### config.mk
export PLATFORM = sky130hd
export DESIGN_NAME = perfect_square_root_flat
export DESIGN_NICKNAME = d
export VERILOG_FILES = /design/src/rtl/psr_pkg.sv /design/src/rtl/psr_if.sv /design/src/rtl/perfect_square_root.sv /design/src/rtl/psr_core.sv /design/src/flat_wrapper.sv
export SDC_FILE = /design/constraint.sdc
export NUM_CORES = 1
export LEC_CHECK = 0
export ABC_AREA = 0
export BUFFER_PORTS_ARGS = -buffer_cell sky130_fd_sc_hd__buf_2
export CORE_ASPECT_RATIO = 1.4
export CORE_UTILIZATION = 60
export DETAILED_ROUTE_END_ITERATION = 7
export PLACE_DENSITY = 0.89
export SLEW_MARGIN = 10
export SYNTH_ARGS = -nofsm -noshare
export SYNTH_HDL_FRONTEND = slang
export SYNTH_HIERARCHICAL = 1
export SYNTH_SLANG_ARGS = --single-unit
### constraint.sdc
create_clock -name clk -period 11.3 [get_ports clk]
set_input_delay 0.565 -clock clk [delete_from_list [all_inputs] [get_ports clk]]
set_output_delay 0.565 -clock clk [all_outputs]
set_load 0.01 [all_outputs]
### src/rtl/psr_pkg.sv
// Shared types and constants for the perfect square root block.
// No dependencies; every other file imports this package.
package psr_pkg;

  localparam int unsigned ValueWidth = 64;
  localparam int unsigned RootWidth  = 32;
  // Partial remainder never exceeds twice the partial root.
  localparam int unsigned RemWidth   = RootWidth + 1;
  // One root bit (two radicand bits) is settled per step.
  localparam int unsigned StepCount  = RootWidth;
  localparam int unsigned CntWidth   = $clog2(StepCount);

  typedef enum logic [1:0] {
    PSR_IDLE,
    PSR_RUN,
    PSR_DONE
  } psr_state_t;

  // Requests from the top level to the root engine.
  typedef struct packed {
    logic start;
    logic take;
  } psr_ctrl_t;

  // Status from the root engine to the top level.
  typedef struct packed {
    logic idle;
    logic done;
  } psr_stat_t;

endpackage

### src/rtl/psr_if.sv
// Valid/ready channel interfaces for the input values and the resulting roots.
// Depends on psr_pkg for the field widths.
interface psr_in_if
  import psr_pkg::*;
();
  logic                  valid;
  logic                  ready;
  logic [ValueWidth-1:0] value;

  modport source (output valid, output value, input ready);
  modport sink   (input valid, input value, output ready);
endinterface

interface psr_out_if
  import psr_pkg::*;
();
  logic                 valid;
  logic                 ready;
  logic [RootWidth-1:0] root;

  modport source (output valid, output root, input ready);
  modport sink   (input valid, input root, output ready);
endinterface

### src/rtl/perfect_square_root.sv
// Top level of the perfect square root block: input channel, root engine
// and output register. Depends on psr_pkg, psr_if.sv and psr_core.
//
// Usage:
//   in_ch carries one signed 64-bit value per transfer; out_ch returns one
//   32-bit root per value, in order. The root is exact when the value is a
//   positive perfect square and 0 for zero, negative values and non-squares.
//   After the input transfer the engine runs its 32 root steps; the result
//   then moves into the output register, which raises out_ch.valid.
//   The engine settles one root bit per cycle by a single 35-bit trial
//   subtraction, and works on one value at a time: it takes the next value
//   only after its root has moved into the output register.
//   The output register parts the two sides: a new value is taken while the
//   previous root still waits on out_ch. If the receiver stalls longer, the
//   finished engine holds its result and in_ch.ready stays low.
//   Reset (rst_n low, synchronous) empties the engine and the output
//   register; no state is kept between values.
module perfect_square_root
  import psr_pkg::*;
(
  input logic      clk,
  input logic      rst_n,
  psr_in_if.sink   in_ch,
  psr_out_if.source out_ch
);

  psr_ctrl_t            ctrl;
  psr_stat_t            stat;
  logic [RootWidth-1:0] core_root;

  logic                 out_valid_r, out_valid_nxt;
  logic [RootWidth-1:0] out_root_r, out_root_nxt;
  logic                 load;

  psr_core u_core (
    .clk   (clk),
    .rst_n (rst_n),
    .ctrl  (ctrl),
    .value (in_ch.value),
    .stat  (stat),
    .root  (core_root)
  );

  assign in_ch.ready = stat.idle;
  // The output register takes a result when it is empty or being emptied.
  assign load        = stat.done && (!out_valid_r || out_ch.ready);
  assign ctrl.start  = in_ch.valid && in_ch.ready;
  assign ctrl.take   = load;

  always_comb begin
    out_valid_nxt = out_valid_r;
    out_root_nxt  = out_root_r;
    if (load) begin
      out_valid_nxt = 1'b1;
      out_root_nxt  = core_root;
    end else if (out_ch.ready) begin
      out_valid_nxt = 1'b0;
    end
  end

  always_ff @(posedge clk) begin
    if (!rst_n) begin
      out_valid_r <= 1'b0;
    end else begin
      out_valid_r <= out_valid_nxt;
    end
  end

  always_ff @(posedge clk) begin
    out_root_r <= out_root_nxt;
  end

  assign out_ch.valid = out_valid_r;
  assign out_ch.root  = out_root_r;

endmodule

### src/rtl/psr_core.sv
// Bit-serial restoring square root engine with an exact-square test.
// Depends on psr_pkg for widths, the state type and the control structs.
module psr_core
  import psr_pkg::*;
(
  input  logic                  clk,
  input  logic                  rst_n,
  input  psr_ctrl_t             ctrl,
  input  logic [ValueWidth-1:0] value,
  output psr_stat_t             stat,
  output logic [RootWidth-1:0]  root
);

  localparam logic [CntWidth-1:0] LastStep = CntWidth'(StepCount - 1);

  psr_state_t state_r, state_nxt;
  logic [CntWidth-1:0]   cnt_r, cnt_nxt;
  logic [ValueWidth-1:0] rad_r, rad_nxt;
  logic [RemWidth-1:0]   rem_r, rem_nxt;
  logic [RootWidth-1:0]  root_r, root_nxt;
  logic                  neg_r, neg_nxt;

  logic [RemWidth+1:0]   rem_sh;
  logic [RemWidth+1:0]   trial;
  logic [RemWidth+2:0]   diff;
  logic                  fits;

  // Bring down the next radicand pair and try (4*root + 1) against it.
  assign rem_sh = {rem_r, rad_r[ValueWidth-1 -: 2]};
  assign trial  = {1'b0, root_r, 2'b01};
  assign diff   = {1'b0, rem_sh} - {1'b0, trial};
  assign fits   = ~diff[RemWidth+2];

  always_ff @(posedge clk) begin
    if (!rst_n) begin
      state_r <= PSR_IDLE;
      cnt_r   <= '0;
    end else begin
      state_r <= state_nxt;
      cnt_r   <= cnt_nxt;
    end
  end

  always_ff @(posedge clk) begin
    rad_r  <= rad_nxt;
    rem_r  <= rem_nxt;
    root_r <= root_nxt;
    neg_r  <= neg_nxt;
  end

  always_comb begin
    state_nxt = state_r;
    cnt_nxt   = cnt_r;
    rad_nxt   = rad_r;
    rem_nxt   = rem_r;
    root_nxt  = root_r;
    neg_nxt   = neg_r;
    unique case (state_r)
      PSR_IDLE: begin
        if (ctrl.start) begin
          rad_nxt   = value;
          rem_nxt   = '0;
          root_nxt  = '0;
          neg_nxt   = value[ValueWidth-1];
          cnt_nxt   = '0;
          state_nxt = PSR_RUN;
        end
      end
      PSR_RUN: begin
        rad_nxt = {rad_r[ValueWidth-3:0], 2'b00};
        if (fits) begin
          rem_nxt  = diff[RemWidth-1:0];
          root_nxt = {root_r[RootWidth-2:0], 1'b1};
        end else begin
          rem_nxt  = rem_sh[RemWidth-1:0];
          root_nxt = {root_r[RootWidth-2:0], 1'b0};
        end
        cnt_nxt = cnt_r + 1'b1;
        if (cnt_r == LastStep) begin
          state_nxt = PSR_DONE;
        end
      end
      PSR_DONE: begin
        if (ctrl.take) begin
          state_nxt = PSR_IDLE;
        end
      end
      default: state_nxt = PSR_IDLE;
    endcase
  end

  assign stat.idle = (state_r == PSR_IDLE);
  assign stat.done = (state_r == PSR_DONE);

  // Zero also lands here with a zero root, so it needs no case of its own.
  assign root = (neg_r || (rem_r != '0)) ? '0 : root_r;

  a_start_when_idle: assert property (@(posedge clk) disable iff (!rst_n)
    ctrl.start |-> state_r == PSR_IDLE)
    else $error("start requested while the engine is busy");

  a_run_ends: assert property (@(posedge clk) disable iff (!rst_n)
    (state_r == PSR_RUN && cnt_r == LastStep) |=> state_r == PSR_DONE)
    else $error("engine did not finish after the last step");

  a_rem_bound: assert property (@(posedge clk) disable iff (!rst_n)
    state_r == PSR_RUN |-> {1'b0, rem_r} <= {root_r, 1'b0})
    else $error("partial remainder exceeds twice the partial root");

  a_result_holds: assert property (@(posedge clk) disable iff (!rst_n)
    (state_r == PSR_DONE && !ctrl.take) |=> (state_r == PSR_DONE && $stable(root)))
    else $error("finished result changed before it was taken");

endmodule
### src/flat_wrapper.sv
// flat-port wrapper written by rule: the top's interface ports become plain ports
module perfect_square_root_flat import psr_pkg::*;
  (clk, rst_n, in_ch_valid, in_ch_value, in_ch_ready, out_ch_valid, out_ch_root, out_ch_ready);
  psr_in_if in_ch_i ();
  psr_out_if out_ch_i ();
  input logic clk;
  input logic rst_n;
  input wire logic [$bits(in_ch_i.valid)-1:0] in_ch_valid;
  input wire logic [$bits(in_ch_i.value)-1:0] in_ch_value;
  output wire logic [$bits(in_ch_i.ready)-1:0] in_ch_ready;
  output wire logic [$bits(out_ch_i.valid)-1:0] out_ch_valid;
  output wire logic [$bits(out_ch_i.root)-1:0] out_ch_root;
  input wire logic [$bits(out_ch_i.ready)-1:0] out_ch_ready;
  assign in_ch_i.valid = in_ch_valid;
  assign in_ch_i.value = in_ch_value;
  assign in_ch_ready = in_ch_i.ready;
  assign out_ch_valid = out_ch_i.valid;
  assign out_ch_root = out_ch_i.root;
  assign out_ch_i.ready = out_ch_ready;
  perfect_square_root u_core (.clk(clk), .rst_n(rst_n), .in_ch(in_ch_i), .out_ch(out_ch_i));
endmodule
==> results.toml <==
[detailed_routing]
vias = 6331
drt-wirelength-per-cell_um = 15.5
ant_nets = 0
drcViolationCount = 0
viasPerCell = 5.55
first_pass_iters = 5
routed_wl_um = 17700
drt_iter0_markers = 371

[clock_network]
clock_latency_ns = 0.43
tritoncts = "done"
cts_resized = 0
root_buffer = "clkbuf_16"
ctsLongestPathBuffers = 2
numCtsBuffers = 17
path_clk_slew_ns = 0.07
cts.sinks = 170
hold_buffers = 0
cts_max_level = 4
cts_setup_buffers = 0

[synth]
ys_ff_latch = 170
yosys.area.top_type = "edfxtp_1"
syn_area_sq_um = 8830
yosysSeqAreaShare_pct = 56.9
syn_inst = 848
synth_nets = 951
synth_top_area_share_pct = 55.1
synth_area_leaders = "edfxtp_1 55%, nand2_1 9.2%, ha_1 5.0%, nor2_1 3.3%, and2_1 2.8%"
postSynth.topFlopCell = "edfxtp_1"
ys_types = 58
syn_avg_cell_area_sq_um = 10.4
synth-warning-count = 6
synth_edf_count = 162
synth-async-reset-ratio_pct = 0

[setup_path]
r2r_start = "u_core/u_core/rem_r[23]"
worstPathArrival_ns = 3.87
path_max_fanout = 22
cp_cell_sequence = "ha_1 -> nand4_1 -> nor3b_1 -> nand2b_1 -> o2111ai_1 -> a31o_4 -> nand3_2 -> a31oi_4 -> buf_4 -> nand2_2 -> o22ai_1"
r2r_end = "u_core/u_core/rem_r[31]"
start_kind = "flip-flop"
max_stage_delay_ns = 0.68
rrSetupSlack_ns = 7.69
crit_start = "u_core/u_core/rem_r[23]"
crit_buf_inv = 1
worst-setup-path-type = "reg2reg"
critPathTopFamily = "compound AO/OA/AOI/OAI gates"
rr_worst_depth = 11
worst_setup_path_endpoint = "u_core/u_core/rem_r[31]"
cpMaxStageDelayCell = "a31oi_4"
crit_cells = 11
endpoint_kind = "flip-flop"
critPathRequiredTime_ns = 11.56

[timing]
relSlewSlack_pct = 28.3
setup_viol = 0
drv_slew = 0
fin_worst_skew_ns = 0.00865
finalCritPeriodShare_pct = 31.9
rsz0062_at_grt = "false"
setup_ws_ns = 7.69
fmax_mhz = 277
fin_hold_ws_ns = 0.341
layout_min_cycle_time_ns = 3.61
worst_pin_slew_ns = 1.08
tns_ns = 0
hold_viol_final = 0

[die]
fp-row-count = 52
coreArea_sq_um = 14400
num_io_pins = 102
die_w_um = 105
die_area_sq_um = 15200
die_y_um = 146
floorplan.initialDensity_pct = 61.1

[placement]
port_buffers = 101
dp_hpwl_um = 12100
place_ws_ns = 7.74
gp_congestion = 0.924
placed_cell_area_sq_um = 9490

[pwr]
power.density_nw_per_um2 = 188
peakVddDrop_v = 0.000129
p_leak_nw = 4.19

[global_route]
grt_max_degree = 87
overflow = 0
antenna_found_initial = 0
track_usage_pct = 23.8
grt_pass1_vias = 6185
grt_pass1_wl_um = 28600

[layout]
design_area_sq_um = 10100
nets = 1042
final_util_pct = 69.6
drive_gt1_share_pct = 16.6
num_antenna_cells = 0
syn_to_final_growth_pct = 13.8

[flow_run]
drv_cap = 0

[min_path]
hold_class = "in2reg"

[outcome]
status = "completed"
==> power breakdown <==
group          leakage, nW  internal [mW]  switching [mW]
Sequential            1.59          0.777          0.0369
Combinational         2.33          0.204           0.315
Clock                0.271          0.308           0.253
Total                 4.19           1.29           0.605
==> per-layer routing <==
| layer | share of wire (%) | vias up | global-route usage, % |
|---|---|---|---|
| li1 | - | 3127 | - |
| met4 | 3.6 | 0 | 12.0 |
| met2 | 52 | 204 | 41.8 |
| met1 | 40 | 2949 | 27.4 |
| met3 | 5.0 | 51 | 5.06 |
| met5 | 0 | - | 0 |
==> cell usage in the layout (no fill, tap or decap), types with 12 or more instances in the layout <==
cell type,Yosys,final
nand2_1,216,216
a21o_1,16,16
o21ai_0,17,17
nor2_1,77,77
clkbuf_16,0,17
mux2i_1,21,21
buf_2,3,101
xnor2_1,17,17
xor2_1,12,12
and2_1,39,39
edfxtp_1,162,162
a21oi_1,37,37
inv_1,44,43
ha_1,35,35
==> synthesized netlist by cell type (2+ instances only) <==
master and n:
inv_1 44, and4_1 2, nor2_1 77, nor4_1 8, nor3_1 8, nand3_1 9, o21a_1 4, nand4_1 5
buf_1 3, o211ai_1 3, buf_2 3, edfxtp_1 162, dfxtp_1 8, ha_1 35, clkbuf_1 23, a211oi_2 6
nand2_1 216, buf_4 2, o22ai_1 6, o21ai_0 17, nor2b_1 9, a21o_1 16, a21boi_0 5, or3_1 2
o2111ai_1 2, a31oi_1 5, xnor2_1 17, and3_1 6, nor3b_1 2, a31oi_4 2, nand2b_1 7, mux2i_1 21
and2_1 39, buf_6 2, a21oi_1 37, xor2_1 12, o31ai_1 2
==> logic make-up (layout without fill, tap and decap cells) <==
kind of cell,count (synthesis),in the layout,synth area share (%)
flops,170,170,56.9
buf+inv,78,182,3.63
compound gates,119,119,9.46
mux,21,21,2.38
simple gates,396,396,19.8
xor+xnor,29,29,2.88
fa+ha+maj,35,35,4.96
==> worst min path at each step <==
stage	startpoint	end	slack, ns	depth (start not counted)
after floorplan	u_core/u_core/cnt_r[3]	u_core/u_core/cnt_r[3]	0.41	1
after global placement	u_core/u_core/cnt_r[3]	u_core/u_core/cnt_r[3]	0.44	1
after detailed placement	u_core/u_core/cnt_r[3]	u_core/u_core/cnt_r[3]	0.45	1
after CTS	in_ch_value[63]	u_core/u_core/neg_r	0.33	1
after global routing	in_ch_value[63]	u_core/u_core/neg_r	0.34	1
final	in_ch_value[63]	u_core/u_core/neg_r	0.34	1
==> state kept, by name, summed over array words and instances, names as in the netlist <==
signal and cells:
u_core/out_ch.valid 1, u_core/u_core/rem_r 33, u_core/u_core/state_r 2, u_core/u_core/cnt_r 5, u_core/out_ch.root 32, u_core/u_core/root_r 32, u_core/u_core/neg_r 1, u_core/u_core/rad_r 64
==> stage by stage <==
step / power, mW / cells
2_1_floorplan: 1.22 / 848
3_3_place_gp: 1.32 / 1109
3_5_place_dp: 1.33 / 1109
4_1_cts: 1.90 / 1141
5_1_grt: 1.98 / 1141
6_report: 1.89 / 1141
==> final cells by class <==
class | count | area (sq um)
sequential | 170 | 5020
fill | 1099 | 4390
multi-input combinational | 600 | 3510
timing repair buffer | 106 | 543
clock buffer | 18 | 429
tap | 189 | 236
inverter | 44 | 168
clock inverter | 14 | 138
(Power assumes the default switching activity.)
